==> src/psle_pkg.sv <==
// ============================================================================
// psle_pkg
// Shared types and constants for the positional sorted list engine.
// ============================================================================
`default_nettype none

package psle_pkg;

    localparam int DEPTH_DEFAULT = 64;

    localparam int KIND_W   = 3;
    localparam int POS_W    = 7;
    localparam int NUMBER_W = 4;
    localparam int SUIT_W   = 3;
    localparam int COUNT_W  = 7;
    localparam int CARD_W   = 6;

    localparam logic [KIND_W-1:0] REQ_APPEND     = 3'd0;
    localparam logic [KIND_W-1:0] REQ_INSERT_AT  = 3'd1;
    localparam logic [KIND_W-1:0] REQ_SORTED_INS = 3'd2;
    localparam logic [KIND_W-1:0] REQ_REMOVE_END = 3'd3;
    localparam logic [KIND_W-1:0] REQ_REMOVE_AT  = 3'd4;
    localparam logic [KIND_W-1:0] REQ_FIND       = 3'd5;
    localparam logic [KIND_W-1:0] REQ_READ_AT    = 3'd6;
    localparam logic [KIND_W-1:0] REQ_CLEAR      = 3'd7;

    typedef struct packed {
        logic [KIND_W-1:0]   kind;
        logic [POS_W-1:0]    position;
        logic [NUMBER_W-1:0] number;
        logic [SUIT_W-1:0]   suit;
    } req_t;

    typedef struct packed {
        logic                ok;
        logic [POS_W-1:0]    position;
        logic [NUMBER_W-1:0] number;
        logic [SUIT_W-1:0]   suit;
        logic [COUNT_W-1:0]  count;
    } res_t;

endpackage

`default_nettype wire

==> src/positional_sorted_list_engine_core.sv <==
// ============================================================================
// positional_sorted_list_engine_core
// Ordered card list with positional and sorted insert, remove, find, read.
// ============================================================================
// One request word in gives one result word out. The list lives in a
// single-port-read memory and every scan or shift step is a read followed
// by a write or a compare. Append, read at, clear and any rejected request
// need no scan or shift; insert at and remove at or remove last shift the
// entries behind the position, find scans from the front until a hit or the
// end, and sorted insert scans for the first entry whose number is not below
// its own and then shifts up (no shift when the card lands at the end). The
// block accepts one request at a time; a finished result waits in the output
// register while the next request is taken, and the sequencer only stalls
// when that register is still held, waiting for m_tready.
`default_nettype none

module positional_sorted_list_engine_core #(
    parameter int DEPTH = psle_pkg::DEPTH_DEFAULT
) (
    input  wire logic        clk,
    input  wire logic        rst_n,
    input  wire logic        s_tvalid,
    output logic             s_tready,
    input  wire logic [15:0] s_tdata,   // position[6:0], card_number[10:7],
                                        // card_suit[13:11], zero[15:14]
    input  wire logic [2:0]  s_tuser,   // req_type[2:0]
    output logic             m_tvalid,
    input  wire logic        m_tready,
    output logic [23:0]      m_tdata    // ok[0], found_position[7:1],
                                        // out_number[11:8], out_suit[14:12],
                                        // entry_count[21:15], zero[23:22]
);
    import psle_pkg::*;

    localparam int AW = $clog2(DEPTH);
    localparam int CW = $clog2(DEPTH + 1);

    req_t              req;
    res_t              res;
    logic              res_valid;
    logic              out_free;
    logic              mem_we;
    logic [AW-1:0]     mem_waddr;
    logic [CARD_W-1:0] mem_wdata;
    logic [AW-1:0]     mem_raddr;
    logic [CARD_W-1:0] mem_rdata;

    logic              m_tvalid_reg, m_tvalid_next;
    logic [23:0]       m_tdata_reg, m_tdata_next;

    assign req.kind     = s_tuser;
    assign req.position = s_tdata[6:0];
    assign req.number   = s_tdata[10:7];
    assign req.suit     = s_tdata[13:11];

    assign out_free = !m_tvalid_reg || m_tready;

    psle_ctrl #(
        .DEPTH (DEPTH),
        .AW    (AW),
        .CW    (CW)
    ) u_ctrl (
        .clk       (clk),
        .rst_n     (rst_n),
        .req_valid (s_tvalid),
        .req_ready (s_tready),
        .req       (req),
        .res_valid (res_valid),
        .out_free  (out_free),
        .res       (res),
        .mem_we    (mem_we),
        .mem_waddr (mem_waddr),
        .mem_wdata (mem_wdata),
        .mem_raddr (mem_raddr),
        .mem_rdata (mem_rdata)
    );

    psle_mem #(
        .DEPTH (DEPTH),
        .AW    (AW)
    ) u_mem (
        .clk   (clk),
        .we    (mem_we),
        .waddr (mem_waddr),
        .wdata (mem_wdata),
        .raddr (mem_raddr),
        .rdata (mem_rdata)
    );

    always_comb
    begin
        m_tvalid_next = m_tvalid_reg;
        m_tdata_next  = m_tdata_reg;
        if (m_tvalid_reg && m_tready)
        begin
            m_tvalid_next = 1'b0;
        end
        if (res_valid && out_free)
        begin
            m_tvalid_next = 1'b1;
            m_tdata_next  = {2'b00, res.count, res.suit, res.number,
                             res.position, res.ok};
        end
    end

    always_ff @(posedge clk or negedge rst_n)
    begin
        if (!rst_n)
        begin
            m_tvalid_reg <= 1'b0;
        end
        else
        begin
            m_tvalid_reg <= m_tvalid_next;
        end
    end

    always_ff @(posedge clk)
    begin
        m_tdata_reg <= m_tdata_next;
    end

    assign m_tvalid = m_tvalid_reg;
    assign m_tdata  = m_tdata_reg;

endmodule

`default_nettype wire

==> src/psle_mem.sv <==
// ============================================================================
// psle_mem
// Entry store: one write port, one read port with registered read data.
// ============================================================================
`default_nettype none

module psle_mem #(
    parameter int DEPTH = psle_pkg::DEPTH_DEFAULT,
    parameter int AW    = $clog2(DEPTH)
) (
    input  wire logic                      clk,
    input  wire logic                      we,
    input  wire logic [AW-1:0]             waddr,
    input  wire logic [psle_pkg::CARD_W-1:0] wdata,
    input  wire logic [AW-1:0]             raddr,
    output logic      [psle_pkg::CARD_W-1:0] rdata
);
    import psle_pkg::*;

    logic [CARD_W-1:0] mem [DEPTH];

    always_ff @(posedge clk)
    begin
        if (we)
        begin
            mem[waddr] <= wdata;
        end
    end

    always_ff @(posedge clk)
    begin
        rdata <= mem[raddr];
    end

endmodule

`default_nettype wire

==> src/psle_ctrl.sv <==
// ============================================================================
// psle_ctrl
// Request sequencer: scans and shifts the entry store one entry per step.
// ============================================================================
`default_nettype none

module psle_ctrl #(
    parameter int DEPTH = psle_pkg::DEPTH_DEFAULT,
    parameter int AW    = $clog2(DEPTH),
    parameter int CW    = $clog2(DEPTH + 1)
) (
    input  wire logic                        clk,
    input  wire logic                        rst_n,
    input  wire logic                        req_valid,
    output logic                             req_ready,
    input  wire psle_pkg::req_t              req,
    output logic                             res_valid,
    input  wire logic                        out_free,
    output psle_pkg::res_t                   res,
    output logic                             mem_we,
    output logic [AW-1:0]                    mem_waddr,
    output logic [psle_pkg::CARD_W-1:0]      mem_wdata,
    output logic [AW-1:0]                    mem_raddr,
    input  wire logic [psle_pkg::CARD_W-1:0] mem_rdata
);
    import psle_pkg::*;

    localparam int PW = ((CW > POS_W) ? CW : POS_W) + 1;

    typedef enum logic [10:0] {
        ST_IDLE     = 11'b00000000001,
        ST_SCAN_RD  = 11'b00000000010,
        ST_SCAN_CHK = 11'b00000000100,
        ST_SHUP_RD  = 11'b00000001000,
        ST_SHUP_WR  = 11'b00000010000,
        ST_PUT      = 11'b00000100000,
        ST_GET_RD   = 11'b00001000000,
        ST_GET_WAIT = 11'b00010000000,
        ST_SHDN_RD  = 11'b00100000000,
        ST_SHDN_WR  = 11'b01000000000,
        ST_DONE     = 11'b10000000000
    } state_t;

    state_t              state_reg, state_next;
    logic [CW-1:0]       len_reg, len_next;
    logic [CW-1:0]       ptr_reg, ptr_next;
    logic [CW-1:0]       idx_reg, idx_next;
    logic [KIND_W-1:0]   kind_reg, kind_next;
    logic [NUMBER_W-1:0] num_reg, num_next;
    logic [CARD_W-1:0]   card_reg, card_next;
    res_t                res_reg, res_next;

    logic                accept;
    logic                full;
    logic [PW-1:0]       pos_w;
    logic [PW-1:0]       len_w;
    logic [PW-1:0]       pos_m1_w;
    logic [PW-1:0]       idx_p1_w;
    logic [PW-1:0]       ptr_p1_w;
    logic                pos_ok_rd;
    logic                pos_ok_ins;
    logic [CW-1:0]       ptr_inc;
    logic [CW-1:0]       ptr_dec;
    logic [NUMBER_W-1:0] rd_number;
    logic [SUIT_W-1:0]   rd_suit;
    res_t                res_fail;

    assign accept     = req_valid && (state_reg == ST_IDLE);
    assign full       = (len_reg == CW'(DEPTH));
    assign pos_w      = PW'(req.position);
    assign len_w      = PW'(len_reg);
    assign pos_m1_w   = pos_w - PW'(1);
    assign idx_p1_w   = PW'(idx_reg) + PW'(1);
    assign ptr_p1_w   = PW'(ptr_reg) + PW'(1);
    assign pos_ok_rd  = (pos_w != '0) && (pos_w <= len_w);
    assign pos_ok_ins = (pos_w != '0) && (pos_w <= len_w + PW'(1));
    assign ptr_inc    = ptr_reg + CW'(1);
    assign ptr_dec    = ptr_reg - CW'(1);
    assign rd_number  = mem_rdata[NUMBER_W-1:0];
    assign rd_suit    = {1'b0, mem_rdata[CARD_W-1:NUMBER_W]} + SUIT_W'(1);
    assign res_fail   = '0;

    always_comb
    begin
        state_next = state_reg;
        len_next   = len_reg;
        ptr_next   = ptr_reg;
        idx_next   = idx_reg;
        kind_next  = kind_reg;
        num_next   = num_reg;
        card_next  = card_reg;
        res_next   = res_reg;
        mem_we     = 1'b0;
        mem_waddr  = ptr_reg[AW-1:0];
        mem_wdata  = mem_rdata;
        mem_raddr  = ptr_reg[AW-1:0];

        unique case (state_reg)
            ST_IDLE:
            begin
                if (accept)
                begin
                    kind_next  = req.kind;
                    num_next   = req.number;
                    card_next  = {req.suit[1:0] + 2'd3, req.number};
                    res_next   = res_fail;
                    state_next = ST_DONE;
                    unique case (req.kind)
                        REQ_APPEND:
                        begin
                            if (!full)
                            begin
                                idx_next   = len_reg;
                                state_next = ST_PUT;
                            end
                        end
                        REQ_INSERT_AT:
                        begin
                            if (!full && pos_ok_ins)
                            begin
                                idx_next   = CW'(pos_m1_w);
                                ptr_next   = len_reg;
                                state_next = ST_SHUP_RD;
                            end
                        end
                        REQ_SORTED_INS:
                        begin
                            if (!full)
                            begin
                                ptr_next   = '0;
                                state_next = ST_SCAN_RD;
                            end
                        end
                        REQ_REMOVE_END:
                        begin
                            if (len_reg != '0)
                            begin
                                idx_next   = len_reg - CW'(1);
                                state_next = ST_GET_RD;
                            end
                        end
                        REQ_REMOVE_AT, REQ_READ_AT:
                        begin
                            if (pos_ok_rd)
                            begin
                                idx_next   = CW'(pos_m1_w);
                                state_next = ST_GET_RD;
                            end
                        end
                        REQ_FIND:
                        begin
                            ptr_next   = '0;
                            state_next = ST_SCAN_RD;
                        end
                        REQ_CLEAR:
                        begin
                            len_next    = '0;
                            res_next.ok = 1'b1;
                        end
                        default:
                        begin
                            state_next = ST_DONE;
                        end
                    endcase
                end
            end
            ST_SCAN_RD:
            begin
                if (ptr_reg == len_reg)
                begin
                    if (kind_reg == REQ_SORTED_INS)
                    begin
                        idx_next   = len_reg;
                        state_next = ST_PUT;
                    end
                    else
                    begin
                        state_next = ST_DONE;
                    end
                end
                else
                begin
                    state_next = ST_SCAN_CHK;
                end
            end
            ST_SCAN_CHK:
            begin
                if (kind_reg == REQ_SORTED_INS)
                begin
                    if (num_reg <= rd_number)
                    begin
                        idx_next   = ptr_reg;
                        ptr_next   = len_reg;
                        state_next = ST_SHUP_RD;
                    end
                    else
                    begin
                        ptr_next   = ptr_inc;
                        state_next = ST_SCAN_RD;
                    end
                end
                else if (num_reg == rd_number)
                begin
                    res_next.ok       = 1'b1;
                    res_next.position = ptr_p1_w[POS_W-1:0];
                    res_next.number   = rd_number;
                    res_next.suit     = rd_suit;
                    state_next        = ST_DONE;
                end
                else
                begin
                    ptr_next   = ptr_inc;
                    state_next = ST_SCAN_RD;
                end
            end
            ST_SHUP_RD:
            begin
                mem_raddr = ptr_dec[AW-1:0];
                if (ptr_reg == idx_reg)
                begin
                    state_next = ST_PUT;
                end
                else
                begin
                    state_next = ST_SHUP_WR;
                end
            end
            ST_SHUP_WR:
            begin
                mem_we     = 1'b1;
                ptr_next   = ptr_dec;
                state_next = ST_SHUP_RD;
            end
            ST_PUT:
            begin
                mem_we            = 1'b1;
                mem_waddr         = idx_reg[AW-1:0];
                mem_wdata         = card_reg;
                len_next          = len_reg + CW'(1);
                res_next.ok       = 1'b1;
                res_next.position = idx_p1_w[POS_W-1:0];
                state_next        = ST_DONE;
            end
            ST_GET_RD:
            begin
                mem_raddr  = idx_reg[AW-1:0];
                state_next = ST_GET_WAIT;
            end
            ST_GET_WAIT:
            begin
                res_next.ok       = 1'b1;
                res_next.position = idx_p1_w[POS_W-1:0];
                res_next.number   = rd_number;
                res_next.suit     = rd_suit;
                ptr_next          = idx_reg;
                if (kind_reg == REQ_READ_AT)
                begin
                    state_next = ST_DONE;
                end
                else
                begin
                    state_next = ST_SHDN_RD;
                end
            end
            ST_SHDN_RD:
            begin
                mem_raddr = ptr_inc[AW-1:0];
                if (ptr_inc == len_reg)
                begin
                    len_next   = len_reg - CW'(1);
                    state_next = ST_DONE;
                end
                else
                begin
                    state_next = ST_SHDN_WR;
                end
            end
            ST_SHDN_WR:
            begin
                mem_we     = 1'b1;
                ptr_next   = ptr_inc;
                state_next = ST_SHDN_RD;
            end
            ST_DONE:
            begin
                if (out_free)
                begin
                    state_next = ST_IDLE;
                end
            end
            default:
            begin
                state_next = ST_IDLE;
            end
        endcase
    end

    always_ff @(posedge clk or negedge rst_n)
    begin
        if (!rst_n)
        begin
            state_reg <= ST_IDLE;
            len_reg   <= '0;
        end
        else
        begin
            state_reg <= state_next;
            len_reg   <= len_next;
        end
    end

    always_ff @(posedge clk)
    begin
        ptr_reg  <= ptr_next;
        idx_reg  <= idx_next;
        kind_reg <= kind_next;
        num_reg  <= num_next;
        card_reg <= card_next;
        res_reg  <= res_next;
    end

    assign req_ready = (state_reg == ST_IDLE);
    assign res_valid = (state_reg == ST_DONE);

    always_comb
    begin
        res       = res_reg;
        res.count = len_w[COUNT_W-1:0];
    end

    // checks
    a_len_bound: assert property (@(posedge clk) disable iff (!rst_n)
        len_reg <= CW'(DEPTH))
        else $error("list length above depth");

    a_len_step: assert property (@(posedge clk) disable iff (!rst_n)
        (state_reg != ST_IDLE) |=> (len_reg == $past(len_reg)
            || len_reg == $past(len_reg) + CW'(1)
            || len_reg == $past(len_reg) - CW'(1)))
        else $error("length moved by more than one");

    a_shift_up_range: assert property (@(posedge clk) disable iff (!rst_n)
        (state_reg == ST_SHUP_WR) |-> (ptr_reg > idx_reg && ptr_reg <= len_reg))
        else $error("shift up outside list");

    a_shift_dn_range: assert property (@(posedge clk) disable iff (!rst_n)
        (state_reg == ST_SHDN_WR) |-> (ptr_inc < len_reg))
        else $error("shift down outside list");

    a_busy_after_accept: assert property (@(posedge clk) disable iff (!rst_n)
        accept |=> !req_ready)
        else $error("ready right after accept");

endmodule

`default_nettype wire
==> config.mk <==
export PLATFORM = sky130hd
export DESIGN_NAME = positional_sorted_list_engine_core
export DESIGN_NICKNAME = d
export VERILOG_FILES = /design/src/psle_pkg.sv /design/src/positional_sorted_list_engine_core.sv /design/src/psle_mem.sv /design/src/psle_ctrl.sv
export SDC_FILE = /design/constraint.sdc
export NUM_CORES = 1
export LEC_CHECK = 0
export ABC_AREA = 1
export BUFFER_PORTS_ARGS = -buffer_cell sky130_fd_sc_hd__buf_2
export CORE_MARGIN = 8
export CORE_UTILIZATION = 55
export CTS_CLUSTER_DIAMETER = 100
export CTS_CLUSTER_SIZE = 16
export DETAILED_ROUTE_END_ITERATION = 10
export PLACE_DENSITY = 0.74
export REMOVE_ABC_BUFFERS = 1
export SLEW_MARGIN = 15
export SYNTH_ARGS = -nofsm -noshare
export SYNTH_HDL_FRONTEND = slang
export SYNTH_HIERARCHICAL = 1
export SYNTH_SLANG_ARGS = --single-unit
==> constraint.sdc <==
create_clock -name clk -period 4.25 [get_ports clk]
set_clock_uncertainty 0.15 [all_clocks]
set_input_delay 0.85 -clock clk [delete_from_list [all_inputs] [get_ports clk]]
set_output_delay 0.85 -clock clk [all_outputs]
set_load 0.03 [all_outputs]
==> results_dict.tcl, run 1 <==
set metrics [dict create \
    status "completed" \
    power.total_uw 16900 \
    nNetsFinal 2172 \
    drive_gt1_frac 0.0934 \
    worstMarginPinSlew_ns 0.956 \
    io_pins 49 \
    drcViolationCount 0 \
    clk_latency_ns 0.55 \
    placeableCoreArea_um2 38600 \
    yosysWarnings 6 \
    die_h_um 214 \
    wl_per_cell_um 20.2 \
    holdWs_ns 0.104 \
    slowest_delay_ns 0.58 \
    area_growth_pct 9.04 \
    grt_pass1_vias 14400 \
    wirelength_um 53700 \
    power_density_nw_per_um2 718 \
    timing.critical_path.from_type "flop" \
    crit_type "flop to flop" \
    grt_max_degree 97 \
    htreeDepth 2 \
    ir_drop_mv 0.664 \
    fp.dieW_um 214 \
    start_util 0.557 \
    ys_seq_area_frac 0.647 \
    grt_pass1_wl_um 82300 \
    place_congestion 0.949 \
    crit_path_end_kind "flop" \
    grt_setup_unrepaired "false" \
    cap_violations 0 \
    ant_nets 0 \
    critPathMostFrequentCell "nand2_1" \
    setup_viol 0 \
    dpl.hpwl_um 34700 \
    dr.first_iter.drc_count 1886 \
    cts.root.buffer_cell "clkbuf_16" \
    antenna_cells 0 \
    clk_pin_slew_worst_paths_ns 0.07 \
    syn-instance-count 2094 \
    slowest_stage "o211ai_1" \
    min_period_over_period 0.907 \
    worstPathArrival_ns 4.14 \
    relSlewSlack 0.360 \
    syn-cell-area_um2 21500 \
    first_pass_iters 5 \
    fin_setup_tns_ns 0 \
    largest_reg_flops 384 \
    dieArea_um2 45700 \
    crit_path_max_fanout 42 \
    rows 72 \
    synth_edf_count 444 \
    syn_avg_cell_area_um2 10.3 \
    antenna_found_initial 0 \
    grt_overflow 0 \
    ys_types 54 \
    cts_tree "built" \
    synthArstFlopShare 0.0405 \
    max_freq_ghz 0.259 \
    portBuffers 43 \
    synth_flop_cell "edfxtp_1" \
    ys_seq_elements 469 \
    fin_crit_ns 3.86 \
    required_ns 4.53 \
    hold_path.class "input pin to async pin" \
    slew_violations 0 \
    cts.sinks 469 \
    cts_made_buffers 35 \
    finalHoldViolations 0 \
    post_drt_via_cell_ratio 5.81 \
    grt_use_total 0.234 \
    crit_chain "nor2_1 -> nand2_1 -> nor2_2 -> nand2_2 -> nand2_1 -> nor2_2 -> inv_2 -> o211ai_1 -> inv_4 -> buf_12 -> nand2_1 -> nand3_1 -> nand3_1 -> nand2_1 -> nand2_1 -> nand3_1 -> nand3_1 -> nand2_1" \
    p_leak_uw 0.00902 \
    vias 15500 \
    cts_max_path_buffers 3 \
    cts-resized-gates 0 \
]
==> worst max-delay path, delay by kind of cell, from the launching register on <==
family	cells	cell delay (ns)
flip-flops	1	0.55
AND/OR/NAND/NOR	14	1.70
AO/OA/AOI/OAI	1	0.58
buffers and inverters	3	0.73
==> worst paths after layout <==
| check | to | cells after the start | start | slack [ns] |
|---|---|---|---|---|
| min in group clk | m_tdata[2]$_DFFE_PP_ | 0 | u_ctrl/res[15]$_DFFE_PP_ | 0.27 |
| worst min register to register | m_tdata[2]$_DFFE_PP_ | 0 | u_ctrl/res[15]$_DFFE_PP_ | 0.27 |
| max in group asynchronous | u_ctrl/state_reg[0]$_DFFE_PN1P_ | 1 | rst_n | 3.50 |
| worst max register to register | u_mem/rdata[3]$_DFF_P_ | 18 | u_ctrl/state_reg[0]$_DFFE_PN1P_ | 0.39 |
| worst max-delay path | u_mem/rdata[3]$_DFF_P_ | 18 | u_ctrl/state_reg[0]$_DFFE_PN1P_ | 0.39 |
| worst min-delay path | m_tvalid$_DFFE_PN0P_ | 1 | rst_n | 0.10 |
==> logic make-up (layout without fill, tap and decap cells) <==
| kind of cell | count (synthesis) | in the layout | share of synthesized area |
|---|---|---|---|
| XOR/XNOR | 26 | 26 | 0.0106 |
| adder cells (fa/ha/maj) | 26 | 26 | 0.0151 |
| AND/OR/NAND/NOR | 1240 | 1240 | 0.249 |
| AO/OA/AOI/OAI | 107 | 107 | 0.0304 |
| flip-flops | 469 | 469 | 0.647 |
| buffers and inverters | 225 | 272 | 0.0474 |
| other | 1 | 2 | 0.000174 |
==> Yosys cell counts, types with 2 or more instances <==
library cell  number  area [um2]
a211oi_1           2        15.0
a21oi_1           17        85.1
a221oi_1           2        17.5
a22oi_1            4        30.0
a31o_2             2        17.5
a31oi_1            4        25.0
a41oi_1            2        17.5
buf_1              9        33.8
buf_2             52         260
buf_4             24         180
buf_6              2        22.5
clkbuf_1          17        63.8
dfrtp_1           18         450
dfxtp_1            6         120
edfxtp_1         444       13300
ha_1              26         325
inv_1            101         379
inv_2             17        63.8
nand2_1          669        2510
nand2_2            9        56.3
nand2_4            2        22.5
nand3_1          379        1900
nand4_1           21         131
nor2_1           118         443
nor2_2             8        50.1
nor3_1            12        60.1
nor3_2             4        40.0
nor4_1             8        50.1
o211ai_1           5        37.5
o21ai_0           37         185
o21ai_1            6        30.0
o21ai_2            4        35.0
o221ai_1           5        43.8
o22ai_1           13        81.3
or2_2              2        12.5
xnor2_1            8        70.1
xor2_1            18         158
==> final cells by class <==
cell class / count / area, um2
well taps: 518 / 648
multi-input cells: 1401 / 6680
fillers: 3119 / 15200
repair buffers: 96 / 776
clock buffers: 52 / 940
inverters: 120 / 458
flip-flops and latches: 469 / 13900
clock inverters: 4 / 45.0
==> per-layer routing <==
layer | routed length, um | vias up | global-route usage
li1 | - | 7266 | -
met3 | 4580 | 84 | 0.0324
met4 | 1260 | 0 | 0.0676
met1 | 23000 | 7416 | 0.340
met2 | 24900 | 694 | 0.365
met5 | 0 | - | 0
==> cells in the final DEF (no fill, tap or decap), types with 21 or more instances in the layout <==
cell	n
inv_1	101
edfxtp_1	444
nand4_1	21
ha_1	26
buf_4	40
nor2_1	118
clkbuf_16	35
nand2_1	667
nand3_1	379
o21ai_0	32
buf_2	43
==> timing repair <==
| item | in CTS | in global routing |
|---|---|---|
| endpoints found under the hold margin | 0 | 0 |
| hold buffers | 0 | 0 |
| setup buffers | 0 | 3 |
| setup endpoints to repair | 0 | 117 |
==> metrics by stage <==
| stage | setup slack (ns) | utilization | area (um2) | std cells |
|---|---|---|---|---|
| after global routing | 0.155 | 0.607 | 23500 | 2660 |
| final | 0.393 | 0.607 | 23500 | 2660 |
| after detailed placement | 0.144 | 0.581 | 22500 | 2601 |
| after global placement | 0.253 | 0.581 | 22500 | 2601 |
| after floorplan | -9.20 | - | 21000 | 1990 |
| after CTS | 0.147 | 0.607 | 23400 | 2657 |
==> power breakdown <==
part / switching (uW) / total, uW / internal, uW
logic: 5330 / 7360 / 2030
registers: 366 / 6430 / 6070
clock network: 1520 / 3070 / 1550
total: 7210 / 16900 / 9650
Power figures use the tool's default switching activity.
==> run 2: changes to the inputs <==
- CAP_MARGIN: default -> 20
- PLACE_DENSITY: 0.74 -> default
- PLACE_DENSITY_LB_ADDON: default -> 0.08
==> results_dict.tcl, run 2 (synthesized netlist as in run 1, its figures left out) <==
set metrics [dict create \
    status "completed" \
    post-route-util 0.606 \
    r2r_cells 8 \
    fin_crit_ns 4.05 \
    area_growth_pct 8.85 \
    grt_pass1_vias 14400 \
    placeableCoreArea_um2 38600 \
    cts_tree "built" \
    grt_pass1_wl_um 83300 \
    wirelength_um 54200 \
    crit_path_end_kind "flop" \
    vias 15300 \
    antenna_found_initial 0 \
    cts_setup_buffers 0 \
    cts_made_buffers 35 \
    power.total_uw 16900 \
    htreeDepth 2 \
    drcViolationCount 0 \
    p_leak_uw 0.00901 \
    min_period_over_period 0.953 \
    post_drt_via_cell_ratio 5.76 \
    cts.root.buffer_cell "clkbuf_16" \
    relSlewSlack 0.359 \
    clk_pin_slew_worst_paths_ns 0.08 \
    first_pass_iters 5 \
    max_freq_ghz 0.247 \
    drive_gt1_frac 0.0932 \
    grt_overflow 0 \
    wl_per_cell_um 20.4 \
    dpl.hpwl_um 35500 \
    cp_num_buf_inv 1 \
    grt_use_total 0.238 \
    rrSetupSlack_ns 0.20 \
    power_density_nw_per_um2 722 \
    crit_path_max_fanout 9 \
    rows 72 \
    crit_chain "nor2_1 -> nand2_1 -> nor2_2 -> nand2_1 -> inv_2 -> o21ai_0 -> nand4_1 -> nor2_1" \
    place_congestion 0.944 \
    cts.sinks 469 \
    grt_setup_unrepaired "false" \
    grt_max_degree 97 \
    hold_path.class "input pin to async pin" \
    required_ns 4.27 \
    antenna_cells 0 \
    dieArea_um2 45700 \
    crit_path_start "u_ctrl/state_reg[0]$_DFFE_PN1P_" \
    die_h_um 214 \
    most-common-layout-cells "nand2_1 (667), edfxtp_1 (444), nand3_1 (379), nor2_1 (118), inv_1 (101)" \
    crit_type "flop to flop" \
    crit_family "simple AND/OR/NAND/NOR gates" \
    setup_viol 0 \
    worstMarginPinSlew_ns 0.948 \
    portBuffers 43 \
    nNetsFinal 2171 \
    slew_violations 0 \
    reg2reg_from "u_ctrl/state_reg[0]$_DFFE_PN1P_" \
    slowest_delay_ns 0.94 \
    start_util 0.557 \
    mostFrequentLayoutCell "nand2_1" \
    timing.rr.end "u_mem/mem[63][1]$_DFFE_PP_" \
    worstPathArrival_ns 4.07 \
    clk_latency_ns 0.55 \
    largest_reg_flops 384 \
    dr.first_iter.drc_count 1861 \
    timing.critical_path.from_type "flop" \
    ir_drop_mv 0.586 \
    finalHoldViolations 0 \
    cap_violations 0 \
    ant_nets 0 \
    io_pins 49 \
    slowest_stage "nand4_1" \
    fp.dieW_um 214 \
    ctsHoldBuffers 0 \
    cts_max_path_buffers 3 \
    cts-resized-gates 0 \
]
==> run 2: final cells by class <==
cell class / count / area [um2]
flip-flops and latches: 469 / 13900
well taps: 518 / 648
inverters: 120 / 458
multi-input cells: 1401 / 6670
fillers: 3206 / 15200
clock buffers: 48 / 967
repair buffers: 95 / 722
clock inverters: 2 / 36.3
==> run 2: routing by layer <==
metal  part of all wire  wire, um  track usage  up-vias
met1               0.44     24000        0.345     7356
met3              0.073      3970       0.0343      105
met2               0.46     24700        0.367      562
li1                   -         -            -     7250
met5                  0         0            0        -
met4              0.029      1560       0.0782        0
==> run 2: metrics by stage <==
| step | hold slack (ns) | setup WS (ns) | area, um2 | cells | setup TNS (ns) |
|---|---|---|---|---|---|
| 4_1_cts | 0.0912 | 0.337 | 23400 | 2653 | 0 |
| 2_1_floorplan | 0.250 | -9.20 | 21000 | 1990 | -180.62 |
| 3_3_place_gp | 0.255 | 0.480 | 22400 | 2602 | 0 |
| 6_report | 0.102 | 0.200 | 23400 | 2653 | 0 |
| 3_5_place_dp | 0.255 | 0.347 | 22400 | 2603 | 0 |
| 5_1_grt | 0.117 | 0.0730 | 23400 | 2653 | 0 |
==> run 2: how the worst max path moves through the flow <==
stage / end / slack (ns) / cells after the start
global placement: u_mem/mem[63][3]$_DFFE_PP_ / 0.48 / 8
global route: u_mem/mem[63][1]$_DFFE_PP_ / 0.07 / 8
detailed placement: u_mem/mem[63][3]$_DFFE_PP_ / 0.35 / 8
finish: u_mem/mem[63][1]$_DFFE_PP_ / 0.20 / 8
floorplan: u_mem/rdata[3]$_DFF_P_ / -9.20 / 17
CTS: u_mem/mem[63][1]$_DFFE_PP_ / 0.34 / 8
==> run 2: report_power, final <==
group	internal (uW)	total, uW	switching, uW
logic	2000	7420	5420
registers	6060	6390	334
clock network	1600	3110	1510
==> run 2: worst reg2reg max path: cells and delay by family (launching register included) <==
family | cells | cell delay [ns]
AOI/OAI and AO/OA | 1 | 0.76
buffers and inverters | 1 | 0.12
DFF | 1 | 0.54
and+or+nand+nor | 6 | 2.11
